[src/sv/sfr_pkg.sv]
package sfr_pkg;

    // Byte lanes held by the key and value registers
    localparam int LANES    = 8;
    localparam int BYTE_W   = 8;
    localparam int REG_W    = LANES * BYTE_W;
    localparam int LEN_W    = 4;
    localparam int CNT_W    = 16;
    localparam int PTR_W    = 3;
    localparam int CFG_IDX_W = 2;

    // Saturation limit of the replacement counter
    localparam logic [CNT_W-1:0] CNT_MAX = '1;

    // Configuration register indexes
    localparam logic [CFG_IDX_W-1:0] REG_KEY_BYTES    = 2'd0;
    localparam logic [CFG_IDX_W-1:0] REG_KEY_LENGTH   = 2'd1;
    localparam logic [CFG_IDX_W-1:0] REG_VALUE_BYTES  = 2'd2;
    localparam logic [CFG_IDX_W-1:0] REG_VALUE_LENGTH = 2'd3;

    // Everything one input byte produces, in emit order
    typedef struct packed {
        logic [LANES-1:0][BYTE_W-1:0] bytes;   // lane 0 goes out first
        logic [LEN_W-1:0]             count;   // number of results, 0..8
        logic                         marker;  // single empty end marker
        logic                         fin;     // stream ends with this batch
        logic [CNT_W-1:0]             total;   // replacement count at stream end
        logic                         found;   // at least one replacement
    } sfr_step_t;

endpackage

[src/sv/sfr_match.sv]
// Match window and counters. Works out the whole batch of results for one
// byte combinationally and updates the window when the batch is taken.
module sfr_match #(
    parameter int KEY_MAX   = 8,
    parameter int VALUE_MAX = 8
) (
    input  logic                                clk,
    input  logic                                rst_n,
    input  logic                                step,
    input  logic [sfr_pkg::BYTE_W-1:0]          in_byte,
    input  logic                                in_last,
    input  logic [sfr_pkg::REG_W-1:0]           key_bytes,
    input  logic [sfr_pkg::LEN_W-1:0]           key_length,
    input  logic [sfr_pkg::REG_W-1:0]           value_bytes,
    input  logic [sfr_pkg::LEN_W-1:0]           value_length,
    output sfr_pkg::sfr_step_t                  res
);

    localparam int KEY_LIM = (KEY_MAX < sfr_pkg::LANES) ? KEY_MAX : sfr_pkg::LANES;
    localparam int VAL_LIM = (VALUE_MAX < sfr_pkg::LANES) ? VALUE_MAX : sfr_pkg::LANES;
    localparam logic [sfr_pkg::LEN_W-1:0] KEY_LIM_L = sfr_pkg::LEN_W'(KEY_LIM);
    localparam logic [sfr_pkg::LEN_W-1:0] VAL_LIM_L = sfr_pkg::LEN_W'(VAL_LIM);

    // Window of pending bytes, oldest at index 0
    logic [sfr_pkg::BYTE_W-1:0] wnd_reg  [KEY_LIM];
    logic [sfr_pkg::BYTE_W-1:0] wnd_next [KEY_LIM];
    logic [sfr_pkg::LEN_W-1:0]  fill_reg, fill_next;
    logic [sfr_pkg::CNT_W-1:0]  total_reg, total_next;

    // Window with the new byte written in, padded with zero lanes
    logic [sfr_pkg::BYTE_W-1:0] win [sfr_pkg::LANES+2];
    logic [sfr_pkg::LANES-1:0]  lane_ok;
    logic [sfr_pkg::LANES-1:0][sfr_pkg::BYTE_W-1:0] out_bytes;

    logic [sfr_pkg::LEN_W-1:0]  klen, vlen, fill0, fill1;
    logic                       hit, drop1, drop2;
    logic [sfr_pkg::CNT_W-1:0]  total_inc;

    // Effective lengths after clamping
    always_comb
    begin
        if (key_length == '0)
            klen = sfr_pkg::LEN_W'(1);
        else if (key_length > KEY_LIM_L)
            klen = KEY_LIM_L;
        else
            klen = key_length;
        vlen = (value_length > VAL_LIM_L) ? VAL_LIM_L : value_length;
        fill0 = (fill_reg >= KEY_LIM_L) ? KEY_LIM_L - sfr_pkg::LEN_W'(1) : fill_reg;
        fill1 = fill0 + sfr_pkg::LEN_W'(1);
    end

    // Insert the byte and compare each lane with the key
    for (genvar g = 0; g < sfr_pkg::LANES + 2; g++)
    begin : g_lane
        if (g < KEY_LIM)
        begin : g_used
            assign win[g] = (fill0 == sfr_pkg::LEN_W'(g)) ? in_byte : wnd_reg[g];
            assign lane_ok[g] = (sfr_pkg::LEN_W'(g) >= klen) ||
                                (win[g] == key_bytes[g*sfr_pkg::BYTE_W +: sfr_pkg::BYTE_W]);
        end
        else
        begin : g_pad
            assign win[g] = '0;
            if (g < sfr_pkg::LANES)
            begin : g_ok
                assign lane_ok[g] = 1'b1;
            end
        end
    end

    // Result lanes: value bytes on a hit, otherwise the oldest window bytes
    for (genvar g = 0; g < sfr_pkg::LANES; g++)
    begin : g_out
        if (g < VAL_LIM)
        begin : g_val
            assign out_bytes[g] = hit ? value_bytes[g*sfr_pkg::BYTE_W +: sfr_pkg::BYTE_W]
                                      : win[g];
        end
        else
        begin : g_win
            assign out_bytes[g] = hit ? '0 : win[g];
        end
    end

    // Shifted window after emitting one or two bytes
    for (genvar g = 0; g < KEY_LIM; g++)
    begin : g_shift
        assign wnd_next[g] = drop2 ? win[g+2] : (drop1 ? win[g+1] : win[g]);
    end

    // Decision, counts and next state
    always_comb
    begin
        hit   = (fill1 == klen) && (&lane_ok);
        drop2 = !hit && !in_last && (fill1 > klen);
        drop1 = !hit && !in_last && (fill1 == klen);

        total_inc = (hit && total_reg != sfr_pkg::CNT_MAX)
                    ? total_reg + sfr_pkg::CNT_W'(1) : total_reg;

        res.bytes  = out_bytes;
        res.marker = hit && in_last && (vlen == '0);
        if (hit)
            res.count = res.marker ? sfr_pkg::LEN_W'(1) : vlen;
        else if (in_last)
            res.count = fill1;
        else if (drop2)
            res.count = sfr_pkg::LEN_W'(2);
        else if (drop1)
            res.count = sfr_pkg::LEN_W'(1);
        else
            res.count = '0;
        res.fin   = in_last;
        res.total = total_inc;
        res.found = (total_inc != '0);

        if (hit || in_last)
            fill_next = '0;
        else if (drop2)
            fill_next = fill1 - sfr_pkg::LEN_W'(2);
        else if (drop1)
            fill_next = fill1 - sfr_pkg::LEN_W'(1);
        else
            fill_next = fill1;

        total_next = in_last ? '0 : total_inc;
    end

    // Fill level and counter
    always_ff @(posedge clk or negedge rst_n)
    begin
        if (!rst_n)
        begin
            fill_reg  <= '0;
            total_reg <= '0;
        end
        else if (step)
        begin
            fill_reg  <= fill_next;
            total_reg <= total_next;
        end
    end

    // Window bytes, only read below the fill level
    always_ff @(posedge clk)
    begin
        if (step)
            wnd_reg <= wnd_next;
    end

endmodule

[src/sv/stream_find_and_replace.sv]
// Streaming find and replace. Bytes enter on the slave stream, one per
// transaction, and every leftmost non-overlapping occurrence of the key
// (1 to 8 bytes) is replaced by the value (0 to 8 bytes); tlast on the
// input flushes the held bytes and the final output transaction carries
// tlast, the saturating replacement count and a found flag. If a stream
// ends with nothing to send, one end marker with tuser low goes out. Each
// input byte yields a batch of 0 to 8 bytes in the output buffer, which
// drains one byte per cycle while m_axis_tready is high; input is taken
// every cycle while batches have at most one byte and output is ready,
// and a larger batch holds input until its last byte is taken. The
// drain is the only limit on rate. The user must write configuration
// only while no stream transaction is in flight; it is not enforced.
module stream_find_and_replace #(
    parameter int KEY_MAX   = 8,
    parameter int VALUE_MAX = 8
) (
    input  logic                              clk,
    input  logic                              rst_n,

    // Configuration writes
    input  logic                              cfg_we,
    input  logic [sfr_pkg::CFG_IDX_W-1:0]     cfg_index,
    input  logic [sfr_pkg::REG_W-1:0]         cfg_data,

    // Input byte stream
    input  logic                              s_axis_tvalid,
    output logic                              s_axis_tready,
    input  logic [7:0]                        s_axis_tdata,   // [7:0] in_byte
    input  logic                              s_axis_tlast,   // in_last

    // Output byte stream
    output logic                              m_axis_tvalid,
    input  logic                              m_axis_tready,
    output logic [31:0]                       m_axis_tdata,   // [7:0] out_byte,
                                                              // [23:8] replacements,
                                                              // [24] key_found
    output logic                              m_axis_tuser,   // byte_valid
    output logic                              m_axis_tlast    // out_last
);

    // Configuration registers
    logic [sfr_pkg::REG_W-1:0] key_bytes_reg, value_bytes_reg;
    logic [sfr_pkg::LEN_W-1:0] key_length_reg, value_length_reg;

    // Input register
    logic                       in_vld_reg;
    logic [sfr_pkg::BYTE_W-1:0] in_byte_reg;
    logic                       in_last_reg;

    // Output buffer
    logic [sfr_pkg::BYTE_W-1:0] buf_reg [sfr_pkg::LANES];
    logic [sfr_pkg::LEN_W-1:0]  rem_reg;
    logic [sfr_pkg::PTR_W-1:0]  ptr_reg;
    logic                       marker_reg, fin_reg, found_reg;
    logic [sfr_pkg::CNT_W-1:0]  total_reg;

    sfr_pkg::sfr_step_t         res;
    logic                       s_take, m_take, fire, last_beat;

    // Handshakes
    always_comb
    begin
        m_take        = m_axis_tvalid && m_axis_tready;
        fire          = in_vld_reg &&
                        ((rem_reg == '0) || ((rem_reg == sfr_pkg::LEN_W'(1)) && m_axis_tready));
        s_axis_tready = !in_vld_reg || fire;
        s_take        = s_axis_tvalid && s_axis_tready;
    end

    // Configuration write port
    always_ff @(posedge clk or negedge rst_n)
    begin
        if (!rst_n)
        begin
            key_bytes_reg    <= '0;
            key_length_reg   <= sfr_pkg::LEN_W'(1);
            value_bytes_reg  <= '0;
            value_length_reg <= '0;
        end
        else if (cfg_we)
        begin
            case (cfg_index)
                sfr_pkg::REG_KEY_BYTES:    key_bytes_reg    <= cfg_data;
                sfr_pkg::REG_KEY_LENGTH:   key_length_reg   <= cfg_data[sfr_pkg::LEN_W-1:0];
                sfr_pkg::REG_VALUE_BYTES:  value_bytes_reg  <= cfg_data;
                sfr_pkg::REG_VALUE_LENGTH: value_length_reg <= cfg_data[sfr_pkg::LEN_W-1:0];
                default: ;
            endcase
        end
    end

    // Input register
    always_ff @(posedge clk or negedge rst_n)
    begin
        if (!rst_n)
            in_vld_reg <= 1'b0;
        else if (s_take)
            in_vld_reg <= 1'b1;
        else if (fire)
            in_vld_reg <= 1'b0;
    end

    always_ff @(posedge clk)
    begin
        if (s_take)
        begin
            in_byte_reg <= s_axis_tdata;
            in_last_reg <= s_axis_tlast;
        end
    end

    sfr_match #(
        .KEY_MAX   (KEY_MAX),
        .VALUE_MAX (VALUE_MAX)
    ) u_match (
        .clk          (clk),
        .rst_n        (rst_n),
        .step         (fire),
        .in_byte      (in_byte_reg),
        .in_last      (in_last_reg),
        .key_bytes    (key_bytes_reg),
        .key_length   (key_length_reg),
        .value_bytes  (value_bytes_reg),
        .value_length (value_length_reg),
        .res          (res)
    );

    // Output buffer control
    always_ff @(posedge clk or negedge rst_n)
    begin
        if (!rst_n)
        begin
            rem_reg <= '0;
            ptr_reg <= '0;
        end
        else if (fire)
        begin
            rem_reg <= res.count;
            ptr_reg <= '0;
        end
        else if (m_take)
        begin
            rem_reg <= rem_reg - sfr_pkg::LEN_W'(1);
            ptr_reg <= ptr_reg + sfr_pkg::PTR_W'(1);
        end
    end

    // Output buffer payload
    always_ff @(posedge clk)
    begin
        if (fire)
        begin
            for (int i = 0; i < sfr_pkg::LANES; i++)
                buf_reg[i] <= res.bytes[i];
            marker_reg <= res.marker;
            fin_reg    <= res.fin;
            total_reg  <= res.total;
            found_reg  <= res.found;
        end
    end

    // Output fields; stream totals only on the closing transaction
    always_comb
    begin
        last_beat     = (rem_reg == sfr_pkg::LEN_W'(1)) && fin_reg;
        m_axis_tvalid = (rem_reg != '0);
        m_axis_tuser  = !marker_reg;
        m_axis_tlast  = last_beat;
        m_axis_tdata  = '0;
        m_axis_tdata[7:0]   = marker_reg ? '0 : buf_reg[ptr_reg];
        m_axis_tdata[23:8]  = last_beat ? total_reg : '0;
        m_axis_tdata[24]    = last_beat && found_reg;
    end

endmodule
[config.mk]
export PLATFORM = sky130hd
export DESIGN_NAME = stream_find_and_replace
export DESIGN_NICKNAME = d
export VERILOG_FILES = /design/src/sv/sfr_pkg.sv /design/src/sv/sfr_match.sv /design/src/sv/stream_find_and_replace.sv
export SDC_FILE = /design/constraint.sdc
export NUM_CORES = 1
export LEC_CHECK = 0
export ABC_AREA = 0
export BUFFER_PORTS_ARGS = -buffer_cell sky130_fd_sc_hd__clkbuf_2
export CORE_MARGIN = 2
export CORE_UTILIZATION = 66
export CTS_BUF_LIST = sky130_fd_sc_hd__clkbuf_4 sky130_fd_sc_hd__clkbuf_8 sky130_fd_sc_hd__clkbuf_16
export CTS_CLUSTER_SIZE = 40
export DETAILED_ROUTE_END_ITERATION = 10
export PLACE_DENSITY_LB_ADDON = 0.1
export SETUP_SLACK_MARGIN = 0.3
export SYNTH_ARGS = -nofsm -noshare
export SYNTH_HDL_FRONTEND = slang
export SYNTH_SLANG_ARGS = --single-unit
[constraint.sdc]
create_clock -name clk -period 13.8 [get_ports clk]
set_input_delay 2.07 -clock clk [delete_from_list [all_inputs] [get_ports clk]]
set_output_delay 2.07 -clock clk [all_outputs]
set_load 0.01 [all_outputs]
==> results.md <==
- R2r worst-path depth: 16
- Reg2reg setup slack: around 7.2 ns
- Most common cell in the synthesized netlist: nor2_1
- Number of global-route vias before repair: 11500
- Final clock skew: 0.0182 ns
- Hpwl dp: around 30 mm
- Power density cells: 206 nW/um2
- Tot GR Track Use: 33.7%
- CP Launch Type: flip-flop
- Busiest grt layer: met2
- Largest net degree at the start of global routing: approximately 100
- Worst min-delay path category: flip-flop to flip-flop
- Net Sw Power: 1390 uW
- Root Buffer: clkbuf_16
- Clock Sinks: 320
- Sequential area share after synthesis: 53.2%
- CTS Buffer Depth: 3
- Inserted Clock Buffers: 35
- Slew at the pin closest to its max-slew limit: 1.13 ns
- Combinational power share: 36.3%
- Final Wtd Congestion: 0.905
- Max-cap violations: 0
- Row cnt: 57
- Share of layout cells above drive strength 1: 23.4%
- First-pass GRT wire length: 67.0 mm
- GR Util met1: 45.7%
- Sequential share of power: approximately 40%
- Cts repair resizes: 0
- Worst Path Arrival: 6.93 ns
- Residual DRC: 0
- Maximum clock frequency: 0.153 GHz
- Skew-Pair Late Insertion Delay: 0.53 ns
- # diodes: 0
- Mapped Area: approximately 17000 um2
- Critical Path End Type: flip-flop
- Global route overflow: 0
- Via count: between 10000 and 15000
- Slew Viols, Final: 0
- Layout area overhead: 11.2%
- Clock network power share: 24.3%
- Internal: 2390 uW
- CTS tree: done
- Die Area: about 26000 um2
- Status: finished, final reports clean
- Min cycle time layout: 6.56 ns
- Lkg Pwr: 0.00736 uW
- Post-synth top cells: nor2_1, dfrtp_1, edfxtp_1, a21oi_1, mux2_2
- Setup TNS Final: 0 ns
- FF+latch count, synth: between 300 and 400
- Die Wd: 162 um
- Async SR Flop Fraction: 51.2%
- Required @ worst endpoint: 14.17 ns
- Yosys top cell area share: between 20% and 30%
- ANT nets after route: 0
- Worst IR drop on VDD: ~0.14 mV
- Ys flop type: dfrtp_1
- Netlist cell types: 76
- Synth area leader: edfxtp_1
- Unrepaired setup endpoints after global routing: false
- Via-to-Cell Ratio: 6.45
- Post-synthesis average cell area: 11.5 um2
- Die Y: 162 um
- NumNets Final: about 1600
- Total Power: 3780 uW
- End-of-flow core utilization: 75.1%
- Critical Path Fanout Max: 96
- Tcrit/Tclk final: 47.5%
- Hold depth: 1
- Initial antenna violation count: 0
- Rel. slew slack: 24.0%
- Ys Warns: 0
- Hold_buf cts: 0
- DRT Pass-1 Iters: 6
- Met2 usage: 52.0%
- Clock slew at reported path FFs: approximately 0.060 ns
- H-Tree Depth: 2
- DRT Wirelength: approximately 44 mm
- Num ports: 116
- Switching Fraction: 36.8%
- Core Area: about 24000 um2
- Initial core utilization: 67.5%
- DR WL/cell: about 24 um
- Syn Inst Count: 1432
- Post-synth EDFFs: around 160
- Buffers on Ports: 108
- Final setup viols: 0
- Setup CP Type: flip-flop to flip-flop
- Post-CTS Setup Inserts: 0
- Synth area leaders: edfxtp_1, dfrtp_1, mux2_2
- GRT met3 Usage: 10.2%
- Final hold vios: 0
- Iteration-0 DRC Markers: 1414
final timing paths:
path                                      from                     to
setup reg to reg           u_match.fill_reg[3]  u_match.total_reg[12]
min in group asynchronous                rst_n   u_match.total_reg[8]
max in group asynchronous                rst_n   u_match.total_reg[6]
setup / recovery           u_match.fill_reg[3]  u_match.total_reg[12]
hold reg to reg            value_bytes_reg[34]    value_bytes_reg[34]
hold / removal             value_bytes_reg[34]    value_bytes_reg[34]
placed cells by master (no fill, tap or decap), drive strengths merged, types with 9 or more instances in the layout:
cell type / instances
nor2: 182
dfrtp: 163
clkbuf: 160
edfxtp: 156
a21oi: 132
mux2: 127
mux2i: 115
nand2: 49
inv: 43
xnor2: 38
xor2: 34
o21ai: 32
and2: 25
nand3: 22
nor2b: 17
buf: 17
nor3: 17
a22o: 16
o22ai: 16
mux4: 16
a211oi: 14
nor4: 14
ha: 13
and3: 10
clkinv: 9
routing by layer:
layer  vias up  share of wire, %
met2       654                45
met1      5814                40
met3       117                11
met5         -                 0
li1       5345                 -
met4         0               3.9
layout make-up:
type	instances	area, um2
sequential	320	8790
clock inverter	11	80.1
multi-input combinational	977	7200
fill	1684	6090
inverter	42	163
clock buffer	53	1060
tap	324	405
timing repair buffer	124	667
power by group through the flow:
| stage | Sequential [uW] | Combinational (uW) | Clock, uW |
|---|---|---|---|
| finish | 1490 | 1370 | 920 |
| global route | 1510 | 1480 | 964 |
| CTS | 1480 | 1350 | 927 |
| detailed placement | 1500 | 1330 | 0 |
| global placement | 1490 | 1300 | 0 |
| floorplan | 1410 | 1030 | 0 |
through the flow:
stage / area (um2) / setup slack [ns] / hold WS [ns] / std cells
6_report: 18400 / 7.24 / 0.509 / 1851
5_1_grt: 18400 / 6.83 / 0.520 / 1851
4_1_cts: 18400 / 7.41 / 0.506 / 1851
3_5_place_dp: 17200 / 7.49 / 0.493 / 1787
3_3_place_gp: 17200 / 7.56 / 0.485 / 1787
2_1_floorplan: 16500 / 7.27 / 0.424 / 1438
critical path, cell delays in order (launching register included):
cell and delay, ns:
dfrtp_1 0.62, nor2_1 0.22, inv_1 0.14, ha_1 0.18, ha_1 0.55, mux2i_1 0.81, xnor2_1 0.12, nor4_1 0.48
a22oi_1 0.22, or4_1 0.56, a2111oi_2 0.34, and3_1 0.46, nand2_4 0.31, buf_4 0.52, nor3_1 0.46, mux2i_1 0.23
o21ai_1 0.07
logic make-up (layout without fill, tap and decap cells):
family,count (synthesis),in the layout,synth area share [%]
AO/OA/AOI/OAI,261,261,9.93
XOR/XNOR,72,72,3.82
adder cells (fa/ha/maj),13,13,0.984
multiplexers,258,258,18.0
flip-flops,320,320,53.2
AND/OR/NAND/NOR,366,366,10.4
buffers and inverters,141,230,3.63
other,1,7,0.0227
(Power assumes the default switching activity.)
